File: config.mk
export PLATFORM = sky130hd
export DESIGN_NAME = keyboard_scan_to_ascii_fifo
export DESIGN_NICKNAME = d
export VERILOG_FILES = /design/src/sv/ksa_pkg.sv /design/src/sv/ksa_ring.sv /design/src/sv/keyboard_scan_to_ascii_fifo.sv
export SDC_FILE = /design/constraint.sdc
export NUM_CORES = 2
export LEC_CHECK = 0
export ABC_AREA = 1
export BUFFER_PORTS_ARGS = -buffer_cell sky130_fd_sc_hd__buf_2
export CORE_MARGIN = 1
export CORE_UTILIZATION = 45
export DETAILED_ROUTE_END_ITERATION = 10
export PLACE_DENSITY = 0.62
export REMOVE_ABC_BUFFERS = 1
export SYNTH_ARGS = -nofsm -noshare
export SYNTH_HDL_FRONTEND = slang
export SYNTH_SLANG_ARGS = --single-unit
export TNS_END_PERCENT = 20
File: constraint.sdc
create_clock -name clk -period 5.85 [get_ports clk]
set_clock_uncertainty 0.1 [all_clocks]
set_input_delay 0.585 -clock clk [delete_from_list [all_inputs] [get_ports clk]]
set_output_delay 0.585 -clock clk [all_outputs]
set_load 0.01 [all_outputs]
File: src/sv/ksa_pkg.sv
// Shared types, key codes and helpers for the keyboard scan translator.
// No dependencies.
`timescale 1ns / 1ps

package ksa_pkg;

	typedef enum logic [1:0] {
		REQ_SCAN = 2'd0,
		REQ_READ = 2'd1,
		REQ_LOAD = 2'd2
	} req_t;

	localparam logic [7:0] REL_BIT    = 8'h80;
	localparam logic [7:0] CODE_MASK  = 8'h7F;
	localparam logic [7:0] KEY_LSHIFT = 8'h2A;
	localparam logic [7:0] KEY_RSHIFT = 8'h36;
	localparam logic [7:0] KEY_CAPS   = 8'h3A;
	localparam logic [7:0] KEY_F1     = 8'h3B;
	localparam logic [7:0] KEY_F2     = 8'h3C;
	localparam logic [7:0] KEY_F3     = 8'h3D;

	localparam logic [1:0] FKEY_NONE = 2'd0;
	localparam logic [1:0] FKEY_F1   = 2'd1;
	localparam logic [1:0] FKEY_F2   = 2'd2;
	localparam logic [1:0] FKEY_F3   = 2'd3;

	typedef struct packed {
		logic       push;
		logic       pop;
		logic       load;
		logic [7:0] wdata;
	} ring_ctrl_t;

	function automatic logic [7:0] swap_case(input logic [7:0] c);
		logic [7:0] r;
		r = c;
		if (c >= 8'h41 && c <= 8'h5A) begin
			r = c + 8'h20;
		end else if (c >= 8'h61 && c <= 8'h7A) begin
			r = c - 8'h20;
		end
		return r;
	endfunction

endpackage

File: src/sv/ksa_ring.sv
// Character ring buffer: memory, read/write pointers and fill count.
// Uses ksa_pkg::ring_ctrl_t. Read data is registered on load, write-first.
`timescale 1ns / 1ps

module ksa_ring #(
	parameter int DEPTH = 64
) (
	input  logic                         clk,
	input  logic                         arst_n,
	input  ksa_pkg::ring_ctrl_t          ctrl,
	output logic [7:0]                   rd_data,
	output logic [$clog2(DEPTH+1)-1:0]   count
);

	localparam int PW = $clog2(DEPTH);
	localparam int CW = $clog2(DEPTH + 1);

	logic [7:0]    mem [DEPTH];
	logic [PW-1:0] wr_ptr_q;
	logic [PW-1:0] rd_ptr_q;
	logic [PW-1:0] rd_ptr_d;
	logic [CW-1:0] cnt_q;
	logic [7:0]    rd_data_q;

	function automatic logic [PW-1:0] ptr_inc(input logic [PW-1:0] p);
		return (p == PW'(DEPTH - 1)) ? '0 : p + 1'b1;
	endfunction

	assign rd_ptr_d = ctrl.pop ? ptr_inc(rd_ptr_q) : rd_ptr_q;

	always_ff @(posedge clk or negedge arst_n) begin
		if (!arst_n) begin
			wr_ptr_q <= '0;
			rd_ptr_q <= '0;
			cnt_q    <= '0;
		end else begin
			rd_ptr_q <= rd_ptr_d;
			if (ctrl.push) begin
				wr_ptr_q <= ptr_inc(wr_ptr_q);
				cnt_q    <= cnt_q + CW'(1);
			end else if (ctrl.pop) begin
				cnt_q    <= cnt_q - CW'(1);
			end
		end
	end

	always_ff @(posedge clk) begin
		if (ctrl.push) begin
			mem[wr_ptr_q] <= ctrl.wdata;
		end
		if (ctrl.load) begin
			rd_data_q <= (ctrl.push && wr_ptr_q == rd_ptr_d) ? ctrl.wdata : mem[rd_ptr_d];
		end
	end

	assign rd_data = rd_data_q;
	assign count   = cnt_q;

endmodule

File: src/sv/keyboard_scan_to_ascii_fifo.sv
// Keyboard scan code translator with character buffer, top level.
// Uses ksa_pkg and ksa_ring.
`timescale 1ns / 1ps

// One request per clock is taken in steady state while m_tready stays high. Each result
// passes through the input register, then the result register, before it is offered.
// While a result waits on m_tready, one more request is taken into the input
// register, and s_tready then stays low until the waiting result leaves. The rate is set by
// the single pass through the translation tables and the ring buffer, each a memory with one
// write and one registered read per cycle, bypassed write-first so a request may follow a
// load or a push at once.
// The translation tables and the buffer contents are undefined until written; there is no
// clearing pass after reset.
module keyboard_scan_to_ascii_fifo #(
	parameter int BUF_DEPTH     = 64,
	parameter int TABLE_ENTRIES = 64
) (
	input  logic                clk,
	input  logic                arst_n,
	input  logic                s_tvalid,
	output logic                s_tready,
	// scan_code[7:0], table_select[8], table_index[14:9], table_char[22:15], zero pad
	input  logic [23:0]         s_tdata,
	// req_type[1:0]
	input  logic [1:0]          s_tuser,
	output logic                m_tvalid,
	input  logic                m_tready,
	// char_valid, char_out[7], read_empty, full_drop, function_key[2], fill_level, zero pad
	output logic [((12 + $clog2(BUF_DEPTH + 1) + 7) / 8) * 8 - 1:0] m_tdata
);

	localparam int CW    = $clog2(BUF_DEPTH + 1);
	localparam int OUT_W = ((12 + CW + 7) / 8) * 8;
	localparam int TW    = $clog2(TABLE_ENTRIES);
	localparam logic [8:0] TBL_LIM = 9'(TABLE_ENTRIES);

	logic acc;
	logic adv;

	logic                 valid_s1;
	ksa_pkg::req_t        req_s1;
	logic [7:0]           code_s1;
	logic                 sel_s1;
	logic [5:0]           idx_s1;
	logic [7:0]           tchar_s1;
	logic [7:0]           plain_rd_s1;
	logic [7:0]           upper_rd_s1;

	logic [7:0] plain_mem [TABLE_ENTRIES];
	logic [7:0] upper_mem [TABLE_ENTRIES];
	logic [TW-1:0] tbl_raddr;
	logic [TW-1:0] tbl_waddr;
	logic          tbl_we;

	logic shift_q, caps_q, shift_d, caps_d;

	ksa_pkg::ring_ctrl_t ring_ctrl;
	logic [7:0]          ring_rd;
	logic [CW-1:0]       count;
	logic                push, pop;
	logic [7:0]          xchar;

	logic          r_valid, r_empty, r_drop;
	logic [6:0]    r_char;
	logic [1:0]    r_fkey;
	logic [CW-1:0] r_fill;

	logic             m_tvalid_q;
	logic [OUT_W-1:0] m_tdata_q;

	assign adv      = valid_s1 && (!m_tvalid_q || m_tready);
	assign s_tready = !valid_s1 || adv;
	assign acc      = s_tvalid && s_tready;

	always_ff @(posedge clk or negedge arst_n) begin
		if (!arst_n) begin
			valid_s1 <= 1'b0;
		end else if (acc) begin
			valid_s1 <= 1'b1;
		end else if (adv) begin
			valid_s1 <= 1'b0;
		end
	end

	always_ff @(posedge clk) begin
		if (acc) begin
			req_s1   <= ksa_pkg::req_t'(s_tuser);
			code_s1  <= s_tdata[7:0];
			sel_s1   <= s_tdata[8];
			idx_s1   <= s_tdata[14:9];
			tchar_s1 <= s_tdata[22:15];
		end
	end

	// translation tables, write-first so a lookup right after a load sees it
	assign tbl_raddr = s_tdata[TW-1:0];
	assign tbl_waddr = TW'(idx_s1);

	always_ff @(posedge clk) begin
		if (adv && tbl_we && !sel_s1) begin
			plain_mem[tbl_waddr] <= tchar_s1;
		end
		if (adv && tbl_we && sel_s1) begin
			upper_mem[tbl_waddr] <= tchar_s1;
		end
		if (acc) begin
			plain_rd_s1 <= (adv && tbl_we && !sel_s1 && tbl_waddr == tbl_raddr)
				? tchar_s1 : plain_mem[tbl_raddr];
			upper_rd_s1 <= (adv && tbl_we && sel_s1 && tbl_waddr == tbl_raddr)
				? tchar_s1 : upper_mem[tbl_raddr];
		end
	end

	always_comb begin
		push    = 1'b0;
		pop     = 1'b0;
		tbl_we  = 1'b0;
		shift_d = shift_q;
		caps_d  = caps_q;
		r_valid = 1'b0;
		r_char  = '0;
		r_empty = 1'b0;
		r_drop  = 1'b0;
		r_fkey  = ksa_pkg::FKEY_NONE;
		xchar   = shift_q ? upper_rd_s1 : plain_rd_s1;
		if (caps_q) begin
			xchar = ksa_pkg::swap_case(xchar);
		end
		unique case (req_s1)
			ksa_pkg::REQ_SCAN: begin
				if ((code_s1 & ksa_pkg::REL_BIT) != 8'h00) begin
					if ((code_s1 & ksa_pkg::CODE_MASK) == ksa_pkg::KEY_LSHIFT ||
					    (code_s1 & ksa_pkg::CODE_MASK) == ksa_pkg::KEY_RSHIFT) begin
						shift_d = 1'b0;
					end
				end else if (code_s1 == ksa_pkg::KEY_LSHIFT || code_s1 == ksa_pkg::KEY_RSHIFT) begin
					shift_d = 1'b1;
				end else if (code_s1 == ksa_pkg::KEY_CAPS) begin
					caps_d = !caps_q;
				end else if (code_s1 == ksa_pkg::KEY_F1) begin
					r_fkey = ksa_pkg::FKEY_F1;
				end else if (code_s1 == ksa_pkg::KEY_F2) begin
					r_fkey = ksa_pkg::FKEY_F2;
				end else if (code_s1 == ksa_pkg::KEY_F3) begin
					r_fkey = ksa_pkg::FKEY_F3;
				end else if ({1'b0, code_s1} < TBL_LIM) begin
					if (count == CW'(BUF_DEPTH)) begin
						r_drop = 1'b1;
					end else begin
						push = 1'b1;
					end
				end
			end
			ksa_pkg::REQ_READ: begin
				if (count == '0) begin
					r_empty = 1'b1;
				end else begin
					pop     = 1'b1;
					r_valid = 1'b1;
					r_char  = ring_rd[6:0];
				end
			end
			ksa_pkg::REQ_LOAD: begin
				tbl_we = 1'b1;
			end
			default: begin
			end
		endcase
		if (push) begin
			r_fill = count + CW'(1);
		end else if (pop) begin
			r_fill = count - CW'(1);
		end else begin
			r_fill = count;
		end
	end

	always_ff @(posedge clk or negedge arst_n) begin
		if (!arst_n) begin
			shift_q <= 1'b0;
			caps_q  <= 1'b0;
		end else if (adv) begin
			shift_q <= shift_d;
			caps_q  <= caps_d;
		end
	end

	assign ring_ctrl.push  = adv && push;
	assign ring_ctrl.pop   = adv && pop;
	assign ring_ctrl.load  = acc;
	assign ring_ctrl.wdata = xchar;

	ksa_ring #(
		.DEPTH (BUF_DEPTH)
	) u_ring (
		.clk     (clk),
		.arst_n  (arst_n),
		.ctrl    (ring_ctrl),
		.rd_data (ring_rd),
		.count   (count)
	);

	always_ff @(posedge clk or negedge arst_n) begin
		if (!arst_n) begin
			m_tvalid_q <= 1'b0;
		end else if (adv) begin
			m_tvalid_q <= 1'b1;
		end else if (m_tready) begin
			m_tvalid_q <= 1'b0;
		end
	end

	always_ff @(posedge clk) begin
		if (adv) begin
			m_tdata_q <= OUT_W'({r_fill, r_fkey, r_drop, r_empty, r_char, r_valid});
		end
	end

	assign m_tvalid = m_tvalid_q;
	assign m_tdata  = m_tdata_q;

endmodule

==> impl_metrics.ini <==
[outcome]
status = complete, no violations

[logic_synthesis]
synthDistinctLibCells = 49
syn_avg_cell_area_sq_um = 11.8
syn_area_sq_um = 64900
ys_seq_area_frac = 0.721
async_flop_share = 0.0147
synth_edf_count = 1539
syn_inst = 5485
ys.flop_type = edfxtp_1
synth.ff_latch_count = 1562
ys_warn_count = 0

[pwr]
power_density_nw_per_um2 = 376
p_leak_nw = 25.0
total_power_mw = 27.2
ir_drop_uv = 304

[final_layout]
fin_nets = 5526
area_growth_pct = 11.5
diodes = 0
drive_gt1_frac = 0.0776
final_cells = 7505
fillers = 12200
design_area_sq_um = 72300
utilization = 0.508

[floorplanning]
dieArea_sq_um = 146000
start_util = 0.456
num_rows = 138
die_w_um = 382
ios = 56
die_h_um = 382
core-area_sq_um = 142000

[cts]
clk_pin_slew_ns = 0.06
root_buffer = clkbuf_16
numCtsBuffers = 158
htreeDepth = 4
cts.sinks = 1562
cts_tree = yes
clockBufferDepth = 3
post_cts_resized = 0
holdBufCountCts = 23
insertion_delay_ns = 0.80
cts_setup_buffers = 0

[routing]
vias = 41800
dr.pass1.iters = 8
drt-initial-drc-count = 4242
post-route-drc-count = 0
wl_per_cell_um = 21.6
vias_per_cell = 5.57
detail-route-antenna-nets = 0
postRouteWirelength_um = 162000

[timing]
fin_tns_setup_ns = 0
fin_ws_ns = 1.47
period_needed_ns = 4.38
slew_violations = 0
fmax_mhz = 228
relSlewSlack = 0.184
finalCritPeriodShare = 0.748
finalSetupViolCount = 0
tightest_slew_ns = 1.22
holdWs_ns = 0.229
rsz0062_at_grt = no
finalHoldViolations = 0

[flow_run]
maxCapViolCount = 0

[place]
gp_congestion = 0.852
port_buffers = 49
place_area_sq_um = 67100
dp_slack_ns = 1.44
numPlacedInstances = 7198
dp.final_hpwl_um = 92300

[setup_path]
critPathMaxFanout = 14
cp.arrival_ns = 4.70
crit_type = flip-flop to flip-flop
cp-start-kind = flip-flop
cp.required_ns = 6.17
crit_path_end_kind = flip-flop

[min_path]
hold_path.class = input port to flip-flop

[global_route]
grt-ovfl-total = 0
antenna_found_initial = 0
grt_pass1_vias = 39700
grtUsageTotal = 0.221
grt_pass1_wl_um = 246000
grt_max_degree = 187
[report_power, final]
group	switching (mW)	internal, mW	leakage [nW]
clock	4.27	5.50	2.40
sequential	0.133	12.6	14.2
combinational	3.36	1.28	8.46
[cells in the mapped netlist, types with 3 or more instances]
library cell	n	area [sq um]
nor2_1	870	3270
nand2_1	610	2290
nand3_2	3	30.0
dfrtp_1	23	576
nand3_1	515	2580
o311ai_0	5	43.8
nor2_4	3	33.8
nor4_1	3	18.8
o221ai_1	82	718
edfxtp_1	1539	46200
clkbuf_1	214	803
o22ai_1	217	1360
buf_1	13	48.8
buf_6	5	56.3
a21oi_1	14	70.1
inv_1	452	1700
or2_2	9	56.3
nand2_2	5	31.3
nand3b_1	36	270
o211ai_1	19	143
ha_1	5	62.6
nand4_1	6	37.5
inv_2	11	41.3
buf_4	43	323
nor3_1	23	115
buf_2	68	340
xor2_1	16	140
a31oi_1	19	119
o21ai_0	632	3160
[critical path, cell delays in order, from the launching register on]
cell and delay, ns:
edfxtp_1 0.38, inv_1 0.08, nor2_1 0.05, nand3_1 0.09, nor4_1 0.07, nor2_1 0.09
nand2_1 0.08, nor3_1 0.48, nand3_1 0.57, nor2_2 0.28, inv_2 0.12, nor2_1 0.21
nand3_1 0.64, nor2_1 0.75
[final cells by class]
type | count | area, sq um | area share
clock inverters | 75 | 757 | 0.0105
repair buffers | 185 | 1510 | 0.0208
clock buffers | 209 | 4210 | 0.0582
flip-flops and latches | 1562 | 46800 | 0.647
inverters | 468 | 1780 | 0.0246
multi-input cells | 3116 | 14900 | 0.206
well taps | 1890 | 2360 | 0.0327
[registers in the layout, indices dropped and copies added (netlist names), 7 cells and up]
register,cells
u_ring.mem,448
u_ring.count,7
plain_rd_s1,8
m_tdata,19
tchar_s1,8
plain_mem,512
u_ring.rd_data,7
upper_mem,512
code_s1,8
upper_rd_s1,8
[routing by layer]
layer / vias up / routed length (um) / global-route usage
met4: 0 / 4240 / 0.0701
met1: 20600 / 69800 / 0.309
met2: 1486 / 76900 / 0.354
met5: - / 0 / 0
li1: 19500 / - / -
met3: 253 / 11100 / 0.0349
[cell usage in the layout (no fill, tap or decap), types with 5 or more instances in the layout]
master and count:
or2_2 9, nand4_1 6, clkbuf_16 158, buf_12 13, o211ai_1 19, nor2_1 870
dlygate4sd3_1 23, a21oi_1 13, xor2_1 15, conb_1 5, nand2_1 607, nand3_1 515
bufinv_16 9, o221ai_1 82, buf_2 46, clkbuf_1 45, clkinv_2 16, o21ai_0 632
nor3_4 5, o22ai_1 217, inv_2 17, dfrtp_1 23, o311ai_0 5, a31oi_1 19
clkbuf_8 6, ha_1 5, inv_16 7, clkinv_1 35, nand3b_1 36, edfxtp_1 1539
inv_1 443, nor3_2 5, buf_4 101, nor3_1 15, nand2_2 5
[path summary, 6_finish.rpt]
kind                            start                 to  slack [ns]  cells after the start
min reg2reg                code_s1[7]            shift_q        0.41                      1
max reg2reg                code_s1[3]  u_ring.mem[12][0]        1.47                     13
min                        s_tdata[5]         code_s1[5]        0.23                      1
min in group asynchronous      arst_n           m_tvalid        0.29                      2
max in group asynchronous      arst_n            shift_q        4.89                      2
max                        code_s1[3]  u_ring.mem[12][0]        1.47                     13
[logic make-up (layout without fill, tap and decap cells)]
family / count (synthesis) / in the layout / synth area share
simple gates: 2091 / 2091 / 0.136
flops: 1562 / 1562 / 0.721
compound gates: 997 / 997 / 0.0877
buf+inv: 811 / 937 / 0.0514
xor+xnor: 18 / 18 / 0.00255
fa+ha+maj: 5 / 5 / 0.000964
other cells: 1 / 5 / 0.0000578
No activity file was read; power rests on OpenSTA's default activity.
